[src/hw/rtl/bba_pkg.sv]
// Package for the bitmap block allocator: sizes, opcodes, status codes
// and the command/status structs between controller and datapath.
// No dependencies.
`default_nettype none

package bba_pkg;

    localparam int BITMAP_BYTES = 64;
    localparam int TOTAL_BLOCKS = BITMAP_BYTES * 8;
    localparam int ADDR_W       = (BITMAP_BYTES > 1) ? $clog2(BITMAP_BYTES) : 1;
    localparam int TALLY_W      = $clog2(TOTAL_BLOCKS + 1);

    localparam int OPCODE_W = 1;
    localparam int BLOCK_W  = 9;
    localparam int STATUS_W = 2;
    localparam int FREE_W   = 10;

    localparam logic [OPCODE_W-1:0] OP_ALLOC = 1'b0;
    localparam logic [OPCODE_W-1:0] OP_FREE  = 1'b1;

    localparam logic [STATUS_W-1:0] ST_ALLOCATED = 2'd0;
    localparam logic [STATUS_W-1:0] ST_NONE_FREE = 2'd1;
    localparam logic [STATUS_W-1:0] ST_FREED     = 2'd2;
    localparam logic [STATUS_W-1:0] ST_RANGE     = 2'd3;

    // read address select
    localparam logic [1:0] RD_FIRST = 2'd0;
    localparam logic [1:0] RD_NEXT  = 2'd1;
    localparam logic [1:0] RD_FREE  = 2'd2;

    typedef struct packed {
        logic                rd_en;
        logic [1:0]          rd_sel;
        logic                num_load;
        logic                wr_alloc;
        logic                wr_free;
        logic                res_load;
        logic [STATUS_W-1:0] res_status;
    } bba_cmd_t;

    typedef struct packed {
        logic byte_full;
        logic addr_last;
        logic range_bad;
    } bba_stat_t;

endpackage

`default_nettype wire

[src/hw/rtl/bba_if.sv]
// Request and response channel interfaces for the bitmap block allocator.
// Depends on bba_pkg.
`default_nettype none

interface bba_req_if;
    logic                            valid;
    logic                            ready;
    logic [bba_pkg::OPCODE_W-1:0]    opcode;
    logic [bba_pkg::BLOCK_W-1:0]     block_number;

    modport source (output valid, output opcode, output block_number, input ready);
    modport sink   (input valid, input opcode, input block_number, output ready);
endinterface

interface bba_rsp_if;
    logic                            valid;
    logic                            ready;
    logic [bba_pkg::STATUS_W-1:0]    status;
    logic [bba_pkg::BLOCK_W-1:0]     granted_block;
    logic [bba_pkg::FREE_W-1:0]      free_blocks;

    modport source (output valid, output status, output granted_block,
                    output free_blocks, input ready);
    modport sink   (input valid, input status, input granted_block,
                    input free_blocks, output ready);
endinterface

`default_nettype wire

[src/hw/rtl/bitmap_block_allocator.sv]
// Bitmap block allocator, first fit, top level.
// Depends on bba_pkg, bba_if, bba_ctrl and bba_datapath.
//
// Channels: req (opcode, block_number) in, rsp (status, granted_block,
// free_blocks) out, valid/ready handshake, one response per request.
// Allocate scans the 64-byte bitmap from byte 0, one memory read per
// cycle, until a byte with a clear bit is found or the last byte is
// read; the grant or the none-free status then goes to the response
// register. Free requests read and rewrite the addressed byte. The byte
// scan through the single memory read port sets the rate; a new request
// is taken in the cycle after the previous one completes.
// The response sits in an output register; a new request may be taken and
// scanned while it waits, but the result write-back is held until the
// receiver takes the pending response.
// Reset clears the controller, the per-byte valid bits (every block reads
// free) and sets the free count to 512; no clearing pass is needed.
`default_nettype none

module bitmap_block_allocator (
    input  wire logic clk,
    input  wire logic rst_n,
    bba_req_if.sink   req,
    bba_rsp_if.source rsp
);
    import bba_pkg::*;

    bba_cmd_t  cmd;
    bba_stat_t stat;

    bba_ctrl u_ctrl (
        .clk       (clk),
        .rst_n     (rst_n),
        .in_valid  (req.valid),
        .in_opcode (req.opcode),
        .in_ready  (req.ready),
        .out_valid (rsp.valid),
        .out_ready (rsp.ready),
        .stat      (stat),
        .cmd       (cmd)
    );

    bba_datapath u_datapath (
        .clk             (clk),
        .rst_n           (rst_n),
        .in_block_number (req.block_number),
        .cmd             (cmd),
        .stat            (stat),
        .res_status      (rsp.status),
        .res_granted     (rsp.granted_block),
        .res_free        (rsp.free_blocks)
    );

endmodule

`default_nettype wire

[src/hw/rtl/bba_datapath.sv]
// Datapath: bitmap memory with per-byte valid bits, scan address, free
// tally and result registers. Depends on bba_pkg.
`default_nettype none

module bba_datapath (
    input  wire logic                          clk,
    input  wire logic                          rst_n,
    input  wire logic [bba_pkg::BLOCK_W-1:0]   in_block_number,
    input  wire bba_pkg::bba_cmd_t             cmd,
    output bba_pkg::bba_stat_t                 stat,
    output logic [bba_pkg::STATUS_W-1:0]       res_status,
    output logic [bba_pkg::BLOCK_W-1:0]        res_granted,
    output logic [bba_pkg::FREE_W-1:0]         res_free
);
    import bba_pkg::*;

    logic [7:0]              mem [BITMAP_BYTES];
    logic [BITMAP_BYTES-1:0] vld_reg;
    logic [7:0]              rd_data_reg;
    logic                    rd_vld_reg;
    logic [ADDR_W-1:0]       addr_reg;
    logic [BLOCK_W-1:0]      num_reg;
    logic [TALLY_W-1:0]      tally_reg;
    logic [TALLY_W-1:0]      tally_next;
    logic [STATUS_W-1:0]     status_reg;
    logic [BLOCK_W-1:0]      granted_reg;
    logic [FREE_W-1:0]       free_reg;

    logic [ADDR_W-1:0]       rd_addr;
    logic [31:0]             free_byte;
    logic [7:0]              cur_byte;
    logic [2:0]              bit_idx;
    logic [7:0]              wr_byte;
    logic                    freed_set;
    logic [31:0]             blk_ext;
    logic [31:0]             tally_ext;

    assign free_byte = 32'(in_block_number) >> 3;
    assign cur_byte  = rd_vld_reg ? rd_data_reg : 8'h00;
    assign freed_set = cur_byte[num_reg[2:0]];

    always_comb
    begin
        unique case (cmd.rd_sel)
            RD_FIRST: rd_addr = '0;
            RD_NEXT:  rd_addr = addr_reg + ADDR_W'(1);
            RD_FREE:  rd_addr = free_byte[ADDR_W-1:0];
            default:  rd_addr = addr_reg;
        endcase
    end

    // lowest clear bit
    always_comb
    begin
        bit_idx = 3'd0;
        for (int b = 7; b >= 0; b--)
        begin
            if (!cur_byte[b])
                bit_idx = 3'(b);
        end
    end

    always_comb
    begin
        if (cmd.wr_free)
            wr_byte = cur_byte & ~(8'h01 << num_reg[2:0]);
        else
            wr_byte = cur_byte | (8'h01 << bit_idx);
    end

    always_comb
    begin
        tally_next = tally_reg;
        if (cmd.wr_alloc && tally_reg != '0)
            tally_next = tally_reg - TALLY_W'(1);
        else if (cmd.wr_free && freed_set)
            tally_next = tally_reg + TALLY_W'(1);
    end

    assign stat.byte_full = (cur_byte == 8'hFF);
    assign stat.addr_last = (addr_reg == ADDR_W'(BITMAP_BYTES - 1));
    assign stat.range_bad = (32'(in_block_number) >= 32'(TOTAL_BLOCKS));

    always_ff @(posedge clk)
    begin
        if (cmd.wr_alloc || cmd.wr_free)
            mem[addr_reg] <= wr_byte;
        if (cmd.rd_en)
        begin
            rd_data_reg <= mem[rd_addr];
            rd_vld_reg  <= vld_reg[rd_addr];
            addr_reg    <= rd_addr;
        end
        if (cmd.num_load)
            num_reg <= in_block_number;
    end

    assign blk_ext   = 32'({addr_reg, bit_idx});
    assign tally_ext = 32'(tally_next);

    always_ff @(posedge clk)
    begin
        if (cmd.res_load)
        begin
            status_reg  <= cmd.res_status;
            granted_reg <= (cmd.res_status == ST_ALLOCATED) ? blk_ext[BLOCK_W-1:0] : '0;
            free_reg    <= tally_ext[FREE_W-1:0];
        end
    end

    always_ff @(posedge clk or negedge rst_n)
    begin
        if (!rst_n)
        begin
            vld_reg   <= '0;
            tally_reg <= TALLY_W'(TOTAL_BLOCKS);
        end
        else
        begin
            if (cmd.wr_alloc || cmd.wr_free)
                vld_reg[addr_reg] <= 1'b1;
            tally_reg <= tally_next;
        end
    end

    assign res_status  = status_reg;
    assign res_granted = granted_reg;
    assign res_free    = free_reg;

endmodule

`default_nettype wire

[src/hw/rtl/bba_ctrl.sv]
// Controller: sequences request acceptance, byte scan, read-modify-write
// and result handoff. Depends on bba_pkg.
`default_nettype none

module bba_ctrl (
    input  wire logic                          clk,
    input  wire logic                          rst_n,
    input  wire logic                          in_valid,
    input  wire logic [bba_pkg::OPCODE_W-1:0]  in_opcode,
    output logic                               in_ready,
    output logic                               out_valid,
    input  wire logic                          out_ready,
    input  wire bba_pkg::bba_stat_t            stat,
    output bba_pkg::bba_cmd_t                  cmd
);
    import bba_pkg::*;

    localparam logic [1:0] S_IDLE  = 2'd0;
    localparam logic [1:0] S_SCAN  = 2'd1;
    localparam logic [1:0] S_FREE  = 2'd2;
    localparam logic [1:0] S_RANGE = 2'd3;

    logic [1:0] state_reg;
    logic [1:0] state_next;
    logic       out_valid_reg;
    logic       out_valid_next;
    logic       slot_ok;

    assign slot_ok  = !out_valid_reg || out_ready;
    assign in_ready = (state_reg == S_IDLE);

    always_comb
    begin
        state_next     = state_reg;
        cmd            = '0;
        cmd.rd_sel     = RD_FIRST;
        cmd.res_status = ST_ALLOCATED;
        unique case (state_reg)
            S_IDLE:
            begin
                if (in_valid)
                begin
                    cmd.num_load = 1'b1;
                    if (in_opcode == OP_ALLOC)
                    begin
                        cmd.rd_en  = 1'b1;
                        cmd.rd_sel = RD_FIRST;
                        state_next = S_SCAN;
                    end
                    else if (stat.range_bad)
                        state_next = S_RANGE;
                    else
                    begin
                        cmd.rd_en  = 1'b1;
                        cmd.rd_sel = RD_FREE;
                        state_next = S_FREE;
                    end
                end
            end
            S_SCAN:
            begin
                if (!stat.byte_full)
                begin
                    if (slot_ok)
                    begin
                        cmd.wr_alloc   = 1'b1;
                        cmd.res_load   = 1'b1;
                        cmd.res_status = ST_ALLOCATED;
                        state_next     = S_IDLE;
                    end
                end
                else if (stat.addr_last)
                begin
                    if (slot_ok)
                    begin
                        cmd.res_load   = 1'b1;
                        cmd.res_status = ST_NONE_FREE;
                        state_next     = S_IDLE;
                    end
                end
                else
                begin
                    cmd.rd_en  = 1'b1;
                    cmd.rd_sel = RD_NEXT;
                end
            end
            S_FREE:
            begin
                if (slot_ok)
                begin
                    cmd.wr_free    = 1'b1;
                    cmd.res_load   = 1'b1;
                    cmd.res_status = ST_FREED;
                    state_next     = S_IDLE;
                end
            end
            S_RANGE:
            begin
                if (slot_ok)
                begin
                    cmd.res_load   = 1'b1;
                    cmd.res_status = ST_RANGE;
                    state_next     = S_IDLE;
                end
            end
            default: state_next = S_IDLE;
        endcase
    end

    always_comb
    begin
        priority if (cmd.res_load)
            out_valid_next = 1'b1;
        else if (out_ready)
            out_valid_next = 1'b0;
        else
            out_valid_next = out_valid_reg;
    end

    always_ff @(posedge clk or negedge rst_n)
    begin
        if (!rst_n)
        begin
            state_reg     <= S_IDLE;
            out_valid_reg <= 1'b0;
        end
        else
        begin
            state_reg     <= state_next;
            out_valid_reg <= out_valid_next;
        end
    end

    assign out_valid = out_valid_reg;

endmodule

`default_nettype wire
[src/flat_wrapper.sv]
// flat-port wrapper written by rule: the top's interface ports become plain ports
module bitmap_block_allocator_flat import bba_pkg::*;
  (clk, rst_n, req_valid, req_opcode, req_block_number, req_ready, rsp_valid, rsp_status, rsp_granted_block, rsp_free_blocks, rsp_ready);
  bba_req_if req_i ();
  bba_rsp_if rsp_i ();
  input  wire logic clk;
  input  wire logic rst_n;
  input wire logic [$bits(req_i.valid)-1:0] req_valid;
  input wire logic [$bits(req_i.opcode)-1:0] req_opcode;
  input wire logic [$bits(req_i.block_number)-1:0] req_block_number;
  output wire logic [$bits(req_i.ready)-1:0] req_ready;
  output wire logic [$bits(rsp_i.valid)-1:0] rsp_valid;
  output wire logic [$bits(rsp_i.status)-1:0] rsp_status;
  output wire logic [$bits(rsp_i.granted_block)-1:0] rsp_granted_block;
  output wire logic [$bits(rsp_i.free_blocks)-1:0] rsp_free_blocks;
  input wire logic [$bits(rsp_i.ready)-1:0] rsp_ready;
  assign req_i.valid = req_valid;
  assign req_i.opcode = req_opcode;
  assign req_i.block_number = req_block_number;
  assign req_ready = req_i.ready;
  assign rsp_valid = rsp_i.valid;
  assign rsp_status = rsp_i.status;
  assign rsp_granted_block = rsp_i.granted_block;
  assign rsp_free_blocks = rsp_i.free_blocks;
  assign rsp_i.ready = rsp_ready;
  bitmap_block_allocator u_core (.clk(clk), .rst_n(rst_n), .req(req_i), .rsp(rsp_i));
endmodule
[config.mk]
export PLATFORM = sky130hd
export DESIGN_NAME = bitmap_block_allocator_flat
export DESIGN_NICKNAME = d
export VERILOG_FILES = /design/src/hw/rtl/bba_pkg.sv /design/src/hw/rtl/bba_if.sv /design/src/hw/rtl/bitmap_block_allocator.sv /design/src/hw/rtl/bba_datapath.sv /design/src/hw/rtl/bba_ctrl.sv /design/src/flat_wrapper.sv
export SDC_FILE = /design/constraint.sdc
export NUM_CORES = 1
export LEC_CHECK = 0
export CAP_MARGIN = 0
export CELL_PAD_IN_SITES_DETAIL_PLACEMENT = 1
export CELL_PAD_IN_SITES_GLOBAL_PLACEMENT = 2
export CORE_MARGIN = 2
export CORE_UTILIZATION = 45
export CTS_CLUSTER_DIAMETER = 60
export DETAILED_ROUTE_END_ITERATION = 12
export DONT_BUFFER_PORTS = 1
export GPL_ROUTABILITY_DRIVEN = 0
export GPL_TIMING_DRIVEN = 1
export PLACE_DENSITY_LB_ADDON = 0.1
export SYNTH_ARGS = -nofsm -noshare
export SYNTH_HDL_FRONTEND = slang
export SYNTH_SLANG_ARGS = --single-unit
[constraint.sdc]
create_clock -name clk -period 8.9 [get_ports clk]
set_input_delay 1.78 -clock clk [delete_from_list [all_inputs] [get_ports clk]]
set_output_delay 1.78 -clock clk [all_outputs]
set_load 0.1 [all_outputs]
After elaboration in Yosys (flattened, before gate mapping):

Memories as Yosys holds them, arrays and structs flattened. A register that Yosys moved wholly into a read port is not among the register bits.
Index checks and enable logic that the tools add are counted.

* $add $sub $neg: 3
* magnitude comparators: 4
* equal/unequal tests: 9
* shift operators: 2
* multiplexer cells: 46
* bitwise gates (word level): 4
* reductions and logical operators: 13

Operators with widths (count)
* $or 64x64->64: 1
* $mux 3: 15
* $mux 10: 2
* $pmux 6 s3: 1
* $mux 8: 2
* $shl 1x3->8 const A: 2
* $lt 6x7->1 const B: 2
* $mux 1: 12
* $mux 2: 6
* $add 10x1->10 const B: 1
* $reduce_bool 10->1: 1
* $sub 10x1->10 const B: 1
* $pmux 3 s3: 1
* $and 8x8->8: 1
* $eq 8x8->1 const B: 1
* $mux 4: 2
* $not 8->8: 1
* $or 8x8->8: 1
* $add 6x1->6 const B: 1
* $bmux 1 s6: 1
* $demux 1 s6: 1
* $eq 2x2->1 const B: 3
* $eq 6x6->1 const B: 1
* $ge 6x1->1 const B: 1
* 14 further kinds: 20

* flip-flop bits (word level): 108
* RAM bits: 512
* input bits: 14
* output and inout bits: 23
* logic and storage cells: 92
* memories kept: 1

Memories
* u_core.u_datapath.mem: words 64, width 8, read ports 1, clocked after Yosys merged registers in 1, wr ports 1, RTL line bba_datapath.sv:17 `logic [7:0] mem [BITMAP_BYTES];`

Longest topological paths before layout:

* depth in word-level cells: 12
* depth in mapped cells: 14
* mapped depth without buffers: 9

By module:

A second synthesis with hierarchy kept.

* cell total of the unflattened synthesis: 3043
* area total of the unflattened synthesis: 35701.7 um^2

By module, submodules not included
* bba_datapath: instances 1, cells an instance 3017, area an instance 35472.8 um^2, sequential area each 18398.9 um^2
* bba_ctrl: instances 1, cells an instance 26, area an instance 229.0 um^2, sequential area each 75.1 um^2

Worst setup path before layout:

OpenSTA, ideal clock, no wires.

* path type: input -> register
* start: in rsp_ready
* end: mem u_core.u_datapath.mem[0][4], data pin
* setup time: 906 ps
* arrival: 5982 ps
* required time: 7994 ps
* setup slack: 2013 ps
* cell stages on the path: 4
* path buffers: 1
* cells stage by stage: nor2b_1 clkbuf_1 nor3_1 o41ai_1

* cells in the longest elaborated chain, start to end: 4

Ends and longest elaborated chain
* from (decl): RTL line flat_wrapper.sv:16 `input wire logic [$bits(rsp_i.ready)-1:0] rsp_ready;`
* $logic_or 1x1->1: RTL line bba_ctrl.sv:29 `assign slot_ok = !out_valid_reg || out_ready;`
* $mux 4: RTL line bba_ctrl.sv:89 `if (slot_ok)`
* $mux 1: RTL line bba_ctrl.sv:38 `unique case (state_reg)`
* $mux 8: RTL line bba_datapath.sv:65 `if (cmd.wr_free)`
* named net u_core.u_datapath.wr_byte[4]: RTL line bba_datapath.sv:33 `logic [7:0] wr_byte;`
* to (decl): RTL line bba_datapath.sv:17

The timed path passes the listed nets, and every way through them passes these cells.

Worst setup path after layout:

* start: in req_valid
* end: reg u_core.u_datapath.rd_data_reg[7] (read register of u_core.u_datapath.mem), data pin

* cells in the longest elaborated chain, start to end: 4
* elaborated cells between the ends (all ways): 6
* those cells by class: eq/ne: 2; mux: 3; reduce/logical: 1

Ends and longest elaborated chain
* from (decl): RTL line flat_wrapper.sv:8 `input wire logic [$bits(req_i.valid)-1:0] req_valid;`
* $mux 4 (*): RTL line bba_ctrl.sv:41 `if (in_valid)`
* $pmux 3 s2 (*): RTL line bba_ctrl.sv:38
* $eq 2x2->1 (tied with other cells): RTL line bba_datapath.sv:44 `unique case (cmd.rd_sel)`
* $pmux 6 s3: RTL line bba_datapath.sv:44
* to (decl): RTL line bba_datapath.sv:19 `logic [7:0] rd_data_reg;`

Every way passes the cells marked *; elsewhere a longest branch is shown, timed or not.
A chain may end at the register's enable or synchronous reset.

==> impl_metrics.env <==
export IMPL_avgViaCountPerCell=6.02
export IMPL_path_cells="nand4bb_1 > nor2_1 > a21oi_4 > buf_12 > inv_6 > buf_12 > nand2_1 > a32o_1 > o21ai_0 > o221ai_1 > o32ai_1"
export IMPL_yosys_cell_types_count=70
export IMPL_arrival_ps=5960
export IMPL_syn_mean_instance_area_sq_um=13.7
export IMPL_first_global_vias=16500
export IMPL_outcome="complete, no violations"
export IMPL_worst_pin_slew_ps=1180
export IMPL_critical_path_required_ps=9310
export IMPL_dp_cells=2549
export IMPL_static_power_due_to_leakage_nw=9.98
export IMPL_number_of_flip_flops_in_the_largest_register=512
export IMPL_design_core_area_sq_um=56400
export IMPL_timing_critical_path_from_type="input port"
export IMPL_critical_path_endpoint_type="flip-flop"
export IMPL_ioPinCount=37
export IMPL_row_count=87
export IMPL_grt_pass1_wl_microns=113000
export IMPL_synth_cell_area_sq_um=25700
export IMPL_tns_ps=0
export IMPL_maxSlewViolCount=0
export IMPL_drt_wirelength_per_cell_microns=28.6
export IMPL_synth_yosys_seq_area_share=0.719
export IMPL_fill_cells=5593
export IMPL_final_hold_worst_slack_ps=466
export IMPL_finalCritPeriodShare=0.624
export IMPL_setup_violations_final=0
export IMPL_cpMostUsedCell="sky130_fd_sc_hd__buf_12"
export IMPL_synth_cells=1875
export IMPL_finalWorstPathRequiredPeriod_ps=5550
export IMPL_report_final_hold_viol_count=0
export IMPL_die_area_sq_um=59000
export IMPL_tritoncts_num_buffers=70
export IMPL_cts_hold_buffers_added=0
export IMPL_synth_fp_nets=1892
export IMPL_async_flop_share=0.123
export IMPL_cts_sink_count=628
export IMPL_finish_net_count=1882
export IMPL_port_buffers=0
export IMPL_synth_ff_type="sky130_fd_sc_hd__edfxtp_1"
export IMPL_die_h_microns=243
export IMPL_critPathTopFamily="buffers and inverters"
export IMPL_width_of_the_die_microns=243
export IMPL_rsz0062_at_grt="false"
export IMPL_syn2layout_area_growth_pct=11.4
export IMPL_yosys_register_bits=628
export IMPL_crit_slowest_cell="sky130_fd_sc_hd__inv_6"
export IMPL_synth_yosys_warnings=0
export IMPL_worstSkewPairLatency_ps=610
export IMPL_worst_hold_path_type="reg2reg"
export IMPL_cts_htree_levels=3
export IMPL_hpwlAfterDp_microns=46500
export IMPL_max_freq_mhz=180
export IMPL_finalWirelength_microns=76500
export IMPL_cellPowerDensity_nw_per_um2=268
export IMPL_track_usage=0.261
export IMPL_cts_path_max_buffers=3
export IMPL_ctsResizeCount=0
export IMPL_ant_nets=0
export IMPL_globalRouteOverflowTotal=0
export IMPL_drtIter0Drc=1326
export IMPL_place_area_sq_um=26500
export IMPL_drtPass1Iterations=5
export IMPL_timing_setup_critical_path_class="in2reg"
export IMPL_timing_max_cap_violations=0
export IMPL_pin_count_of_the_biggest_net_entering_global_routing=157
export IMPL_start_util=0.456
export IMPL_cts_setup_buffers=0
export IMPL_clockRootBuffer="sky130_fd_sc_hd__clkbuf_16"
export IMPL_drc_errors=0
export IMPL_worst_path_buf_inv=3
export IMPL_tritoncts="done"
export IMPL_path_clk_slew_ps=60
export IMPL_slowest_delay_ps=850
export IMPL_via_count=16100
export IMPL_drive_gt1_frac=0.135
export IMPL_vdd_ir_drop_max_v=0.000177
export IMPL_final_cell_area_sq_um=28600
export IMPL_synth_edff_count=551
export IMPL_skew_ps=23.5
export IMPL_initial_antenna_violation_count=1
export IMPL_cp_max_fo=156
export IMPL_timing_max_slew_rel_slack=0.216
export IMPL_post_layout_nonfiller_instances=2678
[through the flow]
step                      power, mW  utilization  setup slack, ps
after floorplan                4.57            -             2010
after global placement         4.96        0.470             3060
after detailed placement       4.99        0.470             2930
after CTS                      7.73        0.508             3530
after global routing           7.94        0.508             3160
final                          7.67        0.508             3350
[path summary, 6_finish.rpt]
| check | cells past startpoint | slack [ps] | to | start |
|---|---|---|---|---|
| min reg2reg | 1 | 470 | u_core.u_datapath.vld_reg[51] | u_core.u_datapath.vld_reg[51] |
| max | 11 | 3350 | u_core.u_datapath.rd_data_reg[7] | req_valid |
| min | 1 | 470 | u_core.u_datapath.vld_reg[51] | u_core.u_datapath.vld_reg[51] |
| max reg2reg | 11 | 3700 | u_core.u_datapath.rd_data_reg[7] | u_core.u_datapath.addr_reg[4] |
| min in group asynchronous | 0 | 870 | u_core.u_datapath.vld_reg[20] | rst_n |
| max in group asynchronous | 0 | 7810 | u_core.u_datapath.tally_reg[9] | rst_n |
[synthesized netlist by cell type, types with 5 or more instances]
cell type | instances | area, sq um
sky130_fd_sc_hd__edfxtp_1 | 551 | 16500
sky130_fd_sc_hd__nand2_1 | 367 | 1380
sky130_fd_sc_hd__a21oi_1 | 103 | 515
sky130_fd_sc_hd__nand3_1 | 93 | 465
sky130_fd_sc_hd__nor2_1 | 85 | 319
sky130_fd_sc_hd__dfrtp_1 | 76 | 1900
sky130_fd_sc_hd__or2_2 | 66 | 413
sky130_fd_sc_hd__buf_2 | 47 | 235
sky130_fd_sc_hd__clkbuf_1 | 45 | 169
sky130_fd_sc_hd__mux2i_1 | 42 | 420
sky130_fd_sc_hd__o21ai_0 | 38 | 190
sky130_fd_sc_hd__nand4_1 | 30 | 188
sky130_fd_sc_hd__a22oi_1 | 29 | 218
sky130_fd_sc_hd__a32o_1 | 27 | 270
sky130_fd_sc_hd__mux4_2 | 20 | 450
sky130_fd_sc_hd__a31oi_1 | 13 | 81.3
sky130_fd_sc_hd__a32oi_1 | 13 | 114
sky130_fd_sc_hd__mux2_2 | 12 | 135
sky130_fd_sc_hd__or4_1 | 12 | 90.1
sky130_fd_sc_hd__nand2b_1 | 11 | 68.8
sky130_fd_sc_hd__nor3b_1 | 11 | 82.6
sky130_fd_sc_hd__nor2b_1 | 10 | 62.6
sky130_fd_sc_hd__o211ai_1 | 10 | 75.1
sky130_fd_sc_hd__o22ai_1 | 10 | 62.6
sky130_fd_sc_hd__and3_1 | 9 | 56.3
sky130_fd_sc_hd__inv_1 | 9 | 33.8
sky130_fd_sc_hd__o2bb2ai_1 | 9 | 78.8
sky130_fd_sc_hd__o32ai_1 | 9 | 78.8
sky130_fd_sc_hd__a21o_1 | 8 | 60.1
sky130_fd_sc_hd__o2111ai_1 | 8 | 70.1
sky130_fd_sc_hd__o211ai_2 | 8 | 100
sky130_fd_sc_hd__o221ai_1 | 8 | 70.1
sky130_fd_sc_hd__nor3_1 | 7 | 35.0
sky130_fd_sc_hd__buf_1 | 6 | 22.5
sky130_fd_sc_hd__buf_4 | 6 | 45.0
sky130_fd_sc_hd__xnor2_1 | 6 | 52.6
sky130_fd_sc_hd__buf_6 | 5 | 56.3
sky130_fd_sc_hd__o21ai_1 | 5 | 25.0
sky130_fd_sc_hd__xor2_1 | 5 | 43.8
[cells in the final DEF, fill, tap and decap left out, drive strengths merged, types with 7 or more instances in the layout]
master / instances
mux2: 12
a22oi: 29
nand4: 30
o21ai: 43
o22ai: 10
edfxtp: 551
a32oi: 13
nand2b: 11
o221ai: 8
nand2: 368
clkinv: 28
o211ai: 18
o32ai: 9
nor2: 88
or2: 66
or4: 12
a21o: 8
nor3: 7
inv: 17
and3: 9
mux2i: 42
a32o: 27
buf: 27
clkbuf: 93
nor2b: 10
nand3: 93
a21oi: 103
dfrtp: 76
o2bb2ai: 9
mux4: 20
o2111ai: 8
a31oi: 13
nor3b: 11
[report_power, final]
| part | total, mW | switching (mW) | internal (mW) |
|---|---|---|---|
| Sequential | 3.96 | 0.374 | 3.58 |
| Combinational | 0.968 | 0.681 | 0.287 |
| Clock | 2.75 | 1.17 | 1.58 |
| Total | 7.67 | 2.22 | 5.45 |
[final cells by class]
class / instances / area, sq um / share of cell area
sequential: 628 / 18500 / 0.645
clock inverter: 35 / 233 / 0.00813
clock buffer: 93 / 1920 / 0.0671
inverter: 13 / 58.8 / 0.00205
multi-input combinational: 1125 / 6770 / 0.236
tap: 756 / 946 / 0.0330
antenna: 1 / 2.50 / 0.0000874
timing repair buffer: 27 / 228 / 0.00795
[routing by layer]
layer	wire (microns)	global-route usage
met5	0	0
met4	2010	0.0812
met3	5080	0.0552
met2	34800	0.399
met1	34500	0.375
[cell families after synthesis]
| family | count (synthesis) | synth area share |
|---|---|---|
| compound gates | 315 | 0.0846 |
| xor+xnor | 11 | 0.00375 |
| fa+ha+maj | 3 | 0.00146 |
| buf+inv | 122 | 0.0226 |
| flops | 628 | 0.719 |
| mux | 74 | 0.0391 |
| simple gates | 722 | 0.130 |
Power figures use the tool's default switching activity.
